$ cat config.mk
export PLATFORM = sky130hd
export DESIGN_NAME = greedy_threshold_matching_count
export DESIGN_NICKNAME = d
export VERILOG_FILES = /design/src/sv/tgm_pkg.sv /design/src/sv/greedy_threshold_matching_count.sv /design/src/sv/tgm_cell.sv /design/src/sv/tgm_chain.sv
export SDC_FILE = /design/constraint.sdc
export NUM_CORES = 2
export LEC_CHECK = 0
export ABC_AREA = 1
export BUFFER_PORTS_ARGS = -buffer_cell sky130_fd_sc_hd__buf_2
export CAP_MARGIN = 20
export CORE_MARGIN = 2
export CORE_UTILIZATION = 50
export DETAILED_ROUTE_END_ITERATION = 10
export PLACE_DENSITY = 0.73
export SETUP_SLACK_MARGIN = 0.5
export SLEW_MARGIN = 20
export SYNTH_ARGS = -nofsm -noshare
export SYNTH_HDL_FRONTEND = slang
export SYNTH_SLANG_ARGS = --single-unit
$ cat constraint.sdc
create_clock -name i_clk -period 4.5 [get_ports i_clk]
set_input_delay 0.225 -clock i_clk [delete_from_list [all_inputs] [get_ports i_clk]]
set_output_delay 0.225 -clock i_clk [all_outputs]
set_load 0.01 [all_outputs]
$ cat src/sv/tgm_pkg.sv
// shared types and constants for the greedy threshold matching counter
// no dependencies; imported by tgm_cell, tgm_chain and the top level
`timescale 1ns / 1ps

package tgm_pkg;

    localparam int VAL_W   = 8;
    localparam int MATCH_W = 6;

    typedef enum logic [1:0] {
        OP_HOLD,
        OP_LOAD,
        OP_POP,
        OP_CLEAR
    } t_op;

    typedef enum logic {
        ST_LOAD,
        ST_MATCH
    } t_state;

    typedef struct packed {
        logic             valid;
        logic [VAL_W-1:0] val;
    } t_head;

endpackage

$ cat src/sv/greedy_threshold_matching_count.sv
// top level: greedy threshold matching counter with item and slot sort chains
// depends on tgm_pkg and tgm_chain
//
//  channel   direction  handshake          payload
//  input     in         i_valid / o_ready  i_item_weight, i_slot_capacity, i_last_entry
//  result    out        o_valid / i_ready  o_match_count
//
// loading takes one entry per cycle while no pass runs; each entry is inserted into both chains at once
// entries past MAX_ENTRIES are dropped, a dropped closing entry still starts the pass
// the pass pops the smallest slot every cycle until either chain runs empty, then hands
// the count to the output register; input is held off during the pass
// the pass waits at its end while the output register still holds an untaken result
// reset is synchronous, active low, and empties both chains
`timescale 1ns / 1ps

module greedy_threshold_matching_count #(
    parameter int MAX_ENTRIES = 32
) (
    input  logic                        i_clk,
    input  logic                        i_rst_n,
    input  logic                        i_valid,
    output logic                        o_ready,
    input  logic [tgm_pkg::VAL_W-1:0]   i_item_weight,
    input  logic [tgm_pkg::VAL_W-1:0]   i_slot_capacity,
    input  logic                        i_last_entry,
    output logic                        o_valid,
    input  logic                        i_ready,
    output logic [tgm_pkg::MATCH_W-1:0] o_match_count
);
    import tgm_pkg::*;

    localparam int CNT_W = $clog2(MAX_ENTRIES + 1);

    t_state             r_state;
    t_state             n_state;
    logic [CNT_W-1:0]   r_entry_count;
    logic [CNT_W-1:0]   n_entry_count;
    logic [MATCH_W-1:0] r_match_count;
    logic [MATCH_W-1:0] n_match_count;
    logic               r_out_valid;
    logic               n_out_valid;
    logic [MATCH_W-1:0] r_out_count;
    logic [MATCH_W-1:0] n_out_count;

    t_op                w_item_op;
    t_op                w_slot_op;
    t_head              w_item_head;
    t_head              w_slot_head;
    logic               w_in_xfer;
    logic               w_done;
    logic               w_out_free;
    logic               w_room;

    assign o_ready       = (r_state == ST_LOAD);
    assign o_valid       = r_out_valid;
    assign o_match_count = r_out_count;

    assign w_in_xfer  = i_valid && o_ready;
    assign w_done     = !w_item_head.valid || !w_slot_head.valid;
    assign w_out_free = !r_out_valid || i_ready;
    assign w_room     = (r_entry_count < CNT_W'(MAX_ENTRIES));

    tgm_chain #(
        .DEPTH (MAX_ENTRIES)
    ) u_item_chain (
        .i_clk   (i_clk),
        .i_rst_n (i_rst_n),
        .i_op    (w_item_op),
        .i_key   (i_item_weight),
        .o_head  (w_item_head)
    );

    tgm_chain #(
        .DEPTH (MAX_ENTRIES)
    ) u_slot_chain (
        .i_clk   (i_clk),
        .i_rst_n (i_rst_n),
        .i_op    (w_slot_op),
        .i_key   (i_slot_capacity),
        .o_head  (w_slot_head)
    );

    always_comb begin
        n_state = r_state;
        unique case (r_state)
            ST_LOAD: begin
                if (i_valid && i_last_entry) begin
                    n_state = ST_MATCH;
                end
            end
            ST_MATCH: begin
                if (w_done && w_out_free) begin
                    n_state = ST_LOAD;
                end
            end
            default: begin
                n_state = ST_LOAD;
            end
        endcase
    end

    always_comb begin
        w_item_op     = OP_HOLD;
        w_slot_op     = OP_HOLD;
        n_entry_count = r_entry_count;
        n_match_count = r_match_count;
        n_out_valid   = r_out_valid && !i_ready;
        n_out_count   = r_out_count;
        unique case (r_state)
            ST_LOAD: begin
                if (i_valid && w_room) begin
                    w_item_op     = OP_LOAD;
                    w_slot_op     = OP_LOAD;
                    n_entry_count = r_entry_count + CNT_W'(1);
                end
            end
            ST_MATCH: begin
                if (w_done) begin
                    if (w_out_free) begin
                        n_out_valid   = 1'b1;
                        n_out_count   = r_match_count;
                        w_item_op     = OP_CLEAR;
                        w_slot_op     = OP_CLEAR;
                        n_entry_count = '0;
                        n_match_count = '0;
                    end
                end else if (w_item_head.val <= w_slot_head.val) begin
                    w_item_op     = OP_POP;
                    w_slot_op     = OP_POP;
                    n_match_count = r_match_count + MATCH_W'(1);
                end else begin
                    w_slot_op = OP_POP;
                end
            end
            default: begin
                w_item_op = OP_HOLD;
                w_slot_op = OP_HOLD;
            end
        endcase
    end

    always_ff @(posedge i_clk) begin
        if (!i_rst_n) begin
            r_state       <= ST_LOAD;
            r_entry_count <= '0;
            r_match_count <= '0;
            r_out_valid   <= 1'b0;
        end else begin
            r_state       <= n_state;
            r_entry_count <= n_entry_count;
            r_match_count <= n_match_count;
            r_out_valid   <= n_out_valid;
        end
    end

    always_ff @(posedge i_clk) begin
        r_out_count <= n_out_count;
    end

    a_entry_bound: assert property (@(posedge i_clk) disable iff (!i_rst_n)
        r_entry_count <= CNT_W'(MAX_ENTRIES))
        else $error("entry count past capacity");

    a_close_starts_pass: assert property (@(posedge i_clk) disable iff (!i_rst_n)
        (w_in_xfer && i_last_entry) |=> (r_state == ST_MATCH))
        else $error("closing transfer did not start the pass");

    a_pass_end_result: assert property (@(posedge i_clk) disable iff (!i_rst_n)
        (r_state == ST_MATCH && n_state == ST_LOAD) |=> (o_valid && r_entry_count == '0))
        else $error("pass ended without a result");

    a_pass_nonempty: assert property (@(posedge i_clk) disable iff (!i_rst_n)
        (w_in_xfer && i_last_entry) |=> (r_entry_count != '0))
        else $error("pass started with no entries");

endmodule

$ cat src/sv/tgm_cell.sv
// one cell of a sorted insertion chain: holds one value and its valid bit
// depends on tgm_pkg
`timescale 1ns / 1ps

module tgm_cell (
    input  logic                      i_clk,
    input  logic                      i_rst_n,
    input  tgm_pkg::t_op              i_op,
    input  logic [tgm_pkg::VAL_W-1:0] i_key,
    input  logic                      i_left_stays,
    input  logic                      i_left_valid,
    input  logic [tgm_pkg::VAL_W-1:0] i_left_val,
    input  logic                      i_right_valid,
    input  logic [tgm_pkg::VAL_W-1:0] i_right_val,
    output logic                      o_valid,
    output logic [tgm_pkg::VAL_W-1:0] o_val,
    output logic                      o_stays
);
    import tgm_pkg::*;

    logic             r_valid;
    logic             n_valid;
    logic [VAL_W-1:0] r_val;
    logic [VAL_W-1:0] n_val;

    assign o_valid = r_valid;
    assign o_val   = r_val;
    assign o_stays = r_valid && (r_val <= i_key);

    always_comb begin
        n_valid = r_valid;
        n_val   = r_val;
        unique case (i_op)
            OP_LOAD: begin
                if (o_stays) begin
                    n_valid = r_valid;
                    n_val   = r_val;
                end else if (i_left_stays) begin
                    n_valid = 1'b1;
                    n_val   = i_key;
                end else begin
                    n_valid = i_left_valid;
                    n_val   = i_left_val;
                end
            end
            OP_POP: begin
                n_valid = i_right_valid;
                n_val   = i_right_val;
            end
            OP_CLEAR: begin
                n_valid = 1'b0;
            end
            default: begin
                n_valid = r_valid;
                n_val   = r_val;
            end
        endcase
    end

    always_ff @(posedge i_clk) begin
        if (!i_rst_n) begin
            r_valid <= 1'b0;
        end else begin
            r_valid <= n_valid;
        end
    end

    always_ff @(posedge i_clk) begin
        r_val <= n_val;
    end

endmodule

$ cat src/sv/tgm_chain.sv
// row of tgm_cell kept in ascending order, smallest value at the head
// depends on tgm_pkg and tgm_cell
`timescale 1ns / 1ps

module tgm_chain #(
    parameter int DEPTH = 32
) (
    input  logic                      i_clk,
    input  logic                      i_rst_n,
    input  tgm_pkg::t_op              i_op,
    input  logic [tgm_pkg::VAL_W-1:0] i_key,
    output tgm_pkg::t_head            o_head
);
    import tgm_pkg::*;

    logic [DEPTH-1:0] w_valid;
    logic [DEPTH-1:0] w_stays;
    logic [VAL_W-1:0] w_val [DEPTH];

    for (genvar g = 0; g < DEPTH; g++) begin : g_cell
        logic             w_left_stays;
        logic             w_left_valid;
        logic [VAL_W-1:0] w_left_val;
        logic             w_right_valid;
        logic [VAL_W-1:0] w_right_val;

        if (g == 0) begin : g_first
            assign w_left_stays = 1'b1;
            assign w_left_valid = 1'b0;
            assign w_left_val   = '0;
        end else begin : g_mid
            assign w_left_stays = w_stays[g-1];
            assign w_left_valid = w_valid[g-1];
            assign w_left_val   = w_val[g-1];
        end

        if (g == DEPTH - 1) begin : g_last
            assign w_right_valid = 1'b0;
            assign w_right_val   = '0;
        end else begin : g_inner
            assign w_right_valid = w_valid[g+1];
            assign w_right_val   = w_val[g+1];
        end

        tgm_cell u_cell (
            .i_clk         (i_clk),
            .i_rst_n       (i_rst_n),
            .i_op          (i_op),
            .i_key         (i_key),
            .i_left_stays  (w_left_stays),
            .i_left_valid  (w_left_valid),
            .i_left_val    (w_left_val),
            .i_right_valid (w_right_valid),
            .i_right_val   (w_right_val),
            .o_valid       (w_valid[g]),
            .o_val         (w_val[g]),
            .o_stays       (w_stays[g])
        );
    end

    assign o_head.valid = w_valid[0];
    assign o_head.val   = w_val[0];

    // occupied cells form a sorted prefix
    for (genvar g = 0; g < DEPTH - 1; g++) begin : g_chk
        a_prefix: assert property (@(posedge i_clk) disable iff (!i_rst_n)
            w_valid[g+1] |-> w_valid[g])
            else $error("chain hole below an occupied cell");
        a_sorted: assert property (@(posedge i_clk) disable iff (!i_rst_n)
            w_valid[g+1] |-> (w_val[g] <= w_val[g+1]))
            else $error("chain out of order");
    end

    a_clear: assert property (@(posedge i_clk) disable iff (!i_rst_n)
        (i_op == OP_CLEAR) |=> (w_valid == '0))
        else $error("chain not empty after clear");

endmodule

### Word level (Yosys, flattened, before mapping)

Index checks and enable logic that the tools add are counted.

* register bits after elaboration: 596
* output and inout port bits: 8
* logic and storage cells: 889
* input port bits: 21

* bitwise operators: 1
* equality and inequality tests: 74
* multiplexer cells: 399
* $add $sub $neg: 2
* reductions and logical operators: 214
* $lt $le $gt $ge: 66

Operators by type and width (number)
* $pmux W8 S2: 64
* $mux W8: 126
* $le A8 B8 Y1: 65
* $reduce_and A2 Y1: 128
* $pmux W1 S3: 62
* $mux W1: 132
* $ne A2 B2 Y1 const B: 64
* $logic_and A1 B1 Y1: 68
* $mux W6: 5
* $add A6 B1 Y6 const B: 2
* $pmux W6 S2: 1
* $reduce_bool A2 Y1: 5
* $reduce_and A3 Y1: 3
* $eq A2 B2 Y1 const B: 4
* $mux W2: 4
* $ne A2 B1 Y1 const B: 4
* $pmux W2 S2: 2
* $lt A6 B6 Y1 const B: 1
* $pmux W1 S2: 3
* $reduce_bool A3 Y1: 2
* $eq A2 B1 Y1 const B: 2
* $logic_not A1 Y1: 4
* $reduce_or A2 Y1: 2
* $logic_or A1 B1 Y1: 2
* $not A1 Y1: 1

### Logic depth before layout (Yosys ltp)

* word-level depth: 9
* gate-level depth with buffers: 17
* depth with buffers taken out: 16

### By module

A second synthesis with hierarchy kept.

* cells, all modules: 6226
* area total of the unflattened synthesis: 47234.1 um^2

By module, submodules not included
* tgm_cell (u_item_chain.g_cell[0].u_cell ...): seq. area each 260.2 um^2, area each 718.2 um^2, cells an instance 95, times used 56
* tgm_cell (u_slot_chain.g_cell[31].u_cell ...): seq. area each 260.2 um^2, area each 733.2 um^2, cells an instance 95, times used 8
* greedy_threshold_matching_count: seq. area each 460.4 um^2, area each 1119.8 um^2, cells an instance 140, times used 1
* tgm_chain: seq. area each 0.0 um^2, area each 15.0 um^2, cells an instance 3, times used 2

### Worst setup path before layout

No wires, ideal clock.

* path type: input-to-reg
* start point: input i_slot_capacity[6] in the netlist's numbering
* end point: register u_slot_chain.g_cell[7].u_cell.r_val[0], enable pin
* stages on the path: 10
* buffers on the path: 1
* setup time: 0.384 ns
* arrival: 3.081 ns
* required time: 4.116 ns
* path slack: 1.035 ns
* path through: clkinv_1 > clkbuf_1 > ha_1 > nand2_1 > nor2_1 > nand4_1 > nand2_1 > nand2_1 > clkinv_1 > o21ai_0

* longest elaborated chain between the ends: 4

RTL lines
* start, declared: RTL line greedy_threshold_matching_count.sv:24 `input logic [tgm_pkg::VAL_W-1:0] i_slot_capacity,`
* $le A8 B8 Y1: RTL line tgm_cell.sv:28 `assign o_stays = r_valid && (r_val <= i_key);`
* $logic_and A1 B1 Y1: RTL line tgm_cell.sv:28
* $ne A2 B2 Y1 (no line)
* $reduce_and A2 Y1 (no line)
* end signal, assigned: RTL line tgm_cell.sv:69 `r_val <= n_val;`
* end, declared: RTL line tgm_cell.sv:23 `logic [VAL_W-1:0] r_val;`

Every way passes these cells.
A chain may end at the register's enable or synchronous reset.

### Final worst setup path

* start point: register u_item_chain.g_cell[0].u_cell.r_valid
* end point: register u_item_chain.g_cell[28].u_cell.r_val[2], data pin

* longest elaborated chain between the ends: 6
* elaborated cells between the ends (all ways): 7
* classes of those cells: 2 x eq/ne; 3 x mux; 2 x reduce/logical

RTL lines
* start, declared: RTL line tgm_cell.sv:21 `logic r_valid;`
* start signal, assigned: RTL line tgm_cell.sv:64 `r_valid <= n_valid;`
* $logic_not A1 Y1 *: RTL line greedy_threshold_matching_count.sv:59 `assign w_done = !w_item_head.valid || !w_slot_head.valid;`
* $logic_or A1 B1 Y1 *: RTL line greedy_threshold_matching_count.sv:59
* $mux W2 *: RTL line greedy_threshold_matching_count.sv:118 `if (w_done) begin`
* $pmux W2 S2 *: RTL line greedy_threshold_matching_count.sv:109 `unique case (r_state)`
* $eq A2 B2 Y1 or $eq A2 B1 Y1 (tied branches): RTL line tgm_cell.sv:33 `unique case (i_op)`
* $pmux W8 S2 *: RTL line tgm_cell.sv:33
* named net u_item_chain.g_cell[28].u_cell.n_val[2]: RTL line tgm_cell.sv:24 `logic [VAL_W-1:0] n_val;`
* end signal, assigned: RTL line tgm_cell.sv:69
* end, declared: RTL line tgm_cell.sv:23

Mark *: on every way through the listed nets, which the timed path passes. The rest lies on a longest branch.

==> metrics <==
Place WS 1170 ps; Worst Tran Pin Value 1060 ps; I/O Buffers 28; layout cells sized above 1 3.60%; CP required 5000 ps; status finished, final reports clean; routed wl met3 9630 um; clock buffer depth 3; Syn Inst Count 6,160; fin crit period 3450 ps; fin crit share 76.7%; Final #Nets 6,653; wire length on met1 56,700 um; Post-CTS Setup Inserts 0; # setup viols final 0; total nets after synthesis 6,703; WL/cell 16.9 um; later-pin clock latency in the skew report 630 ps; post-synth top area cell edfxtp_1; # DRC 0; synth top area cells edfxtp_1, nand2_1, ha_1; routed via count 40.0k; Critical Path Fanout Max 103; reg2reg start u_item_chain.g_cell[0].u_cell.o_valid; Post-CTS Hold Fix Bufs 2; Antenna Nets Post-Route 0; top sig layer met4; final hold slack 52.7 ps; Chip Width 303 um; Pre-Repair DR Iteration Count 6; fill count 8,277; grt ovf 0; Area Overhead vs Synth 8.12%; fmax 290 MHz; Clock Skews 21.2 ps; CP startpoint kind register; initial antenna violation count 2; largest net degree at the start of global routing 222; leakage power 25.1 nW; Post-DP HPWL 85,100 um; CP cell instances nand2_2 -> a21oi_4 -> nand2_1 -> nand2_2 -> inv_2 -> nand2_4 -> buf_12 -> buf_4 -> nand3_1 -> nand2_1; Final Util 54.5%; final setup TNS 0 ps; H-Tree Depth 3; Worst EP arrival 3950 ps; R2R cell count 10; final wirelength 124,000 um; Slew HR 28.6%; area of the core 0.0884 sq mm; final instance area 0.0482 sq mm; hold crit path type in -> reg; Max Cap Viol 0; hold path start i_item_weight[7]; proportion of netlist area held by the largest area contributor 34.9%; num rows 109; CTS buffer count 70; TritonCTS clock tree done; Top FF cell, synth edfxtp_1; Crit. End Element register; placement-stage cell area 0.0458 sq mm; die height 303 um; global-route wire length before repair 200,000 um; peak supply drop 0.307 mV; CP peak stage delay 610 ps; Slew Viols, Final 0; GRT Overall Usage 27.0%; Final Hold Vio Count 0; synthesized area 0.0446 sq mm; cts repair resizes 0; Mean Syn Cell Area 7.23 sq um; Synth Register Bits 596; RSZ-0062 raised after global routing no; met2 wire len 55,000 um; initial core utilization 50.4%; GPL Wtd Cong 0.878; EDFF count, synth 518; via/cell ratio 5.46; WS Path Type reg -> reg; register area share after synthesis 38.4%; PD cells 412 mW/mm^2; final worst slack 1050 ps; number of distinct library cells after synthesis 31; DIE AREA 0.0915 sq mm; 1st-iter DRT viols 4,003; Yosys warnings 0; clk root buf clkbuf_16; CTS Sinks 596; ANT cells 0; vias in the first global route 38.2k; Boundary Pins 29; CTS clk-pin slew, worst paths 60 ps; Min-Delay Path Depth 3; Critical-path top delay cell dfxtp_1; Setup crit start u_item_chain.g_cell[0].u_cell.o_valid; Post-synth ARST share 0%
-- cell usage in the layout, fill, tap and decap left out, types with 4 or more instances in the layout --
master     count
o21ai_0      242
a21oi_1      212
clkinv_1      13
bufinv_16      5
inv_1        753
nor2_1       303
dfxtp_1       78
buf_12        12
o31ai_1        4
nand4_1       69
clkinv_2      16
buf_2         28
nor3_1        24
nand2_1     2544
nand3b_1      15
clkbuf_8       7
ha_1         522
inv_6          5
a21boi_0       5
buf_4         46
o21a_1        21
clkbuf_1      15
edfxtp_1     518
nand3_1      561
a22oi_1       25
inv_2         16
clkbuf_16     71
a21o_1        13
-- metrics by stage --
stage	cells	total power (W)
CTS	7332	0.0198
finish	7332	0.0198
floorplan	6160	0.0123
detailed placement	7201	0.0140
global route	7332	0.0211
global placement	7201	0.0137
-- state kept, by name, summed over array words and instances (netlist names) --
signal,flops
o_match_count,6
u_item_chain.g_cell.u_cell.o_val,256
u_item_chain.g_cell.u_cell.o_valid,32
u_slot_chain.g_cell.u_cell.o_val,256
r_state,1
o_valid,1
r_entry_count,6
u_slot_chain.g_cell.u_cell.o_valid,32
r_match_count,6
-- routing by layer --
metal / vias to the layer above / track usage (%)
li1: 19900 / -
met1: 18400 / 38.5
met2: 1457 / 42.9
met3: 212 / 3.67
met4: 0 / 8.00
met5: - / 0
-- Yosys cell counts, types with 28 or more instances --
master and count:
nand2_1 2547, inv_1 762, nand3_1 561, ha_1 522, edfxtp_1 518, nor2_1 304, o21ai_0 242, a21oi_1 212
clkbuf_1 141, dfxtp_1 78, nand4_1 69, buf_2 28
-- critical path: cells and delay by family, from the launching register on --
| kind | cells | cell delay (ps) |
|---|---|---|
| compound gates | 1 | 210 |
| simple gates | 6 | 1270 |
| buf+inv | 3 | 1070 |
| flops | 1 | 610 |
-- path summary, 6_finish.rpt --
path	to	slack, ps
max	u_item_chain.g_cell[28].u_cell.o_val[2]	1050
max reg2reg	u_item_chain.g_cell[28].u_cell.o_val[2]	1050
min reg2reg	r_entry_count[1]	510
min	u_item_chain.g_cell[31].u_cell.o_val[7]	50
-- final cells by class --
type | instances | area [sq um] | area share (%)
multi-input combinational | 4575 | 23600 | 49.0
timing repair buffer | 88 | 746 | 1.55
tap | 1165 | 1460 | 3.03
inverter | 779 | 2940 | 6.10
clock inverter | 36 | 370 | 0.769
sequential | 596 | 17100 | 35.5
clock buffer | 93 | 1930 | 4.00
-- power breakdown --
group          switching, W  internal [W]  total [W]
Clock               0.00249       0.00335    0.00584
Sequential         0.000904       0.00739    0.00829
Combinational       0.00369       0.00203    0.00572
Total               0.00708        0.0128     0.0198
-- logic make-up (layout without fill, tap and decap cells) --
kind of cell,after synthesis,in the layout,share of synthesized area (%)
xor+xnor,4,4,0.0786
flops,596,596,38.4
buf+inv,989,996,8.63
fa+ha+maj,522,522,14.7
compound gates,526,526,6.35
simple gates,3523,3523,31.9
Power figures use the tool's default switching activity.
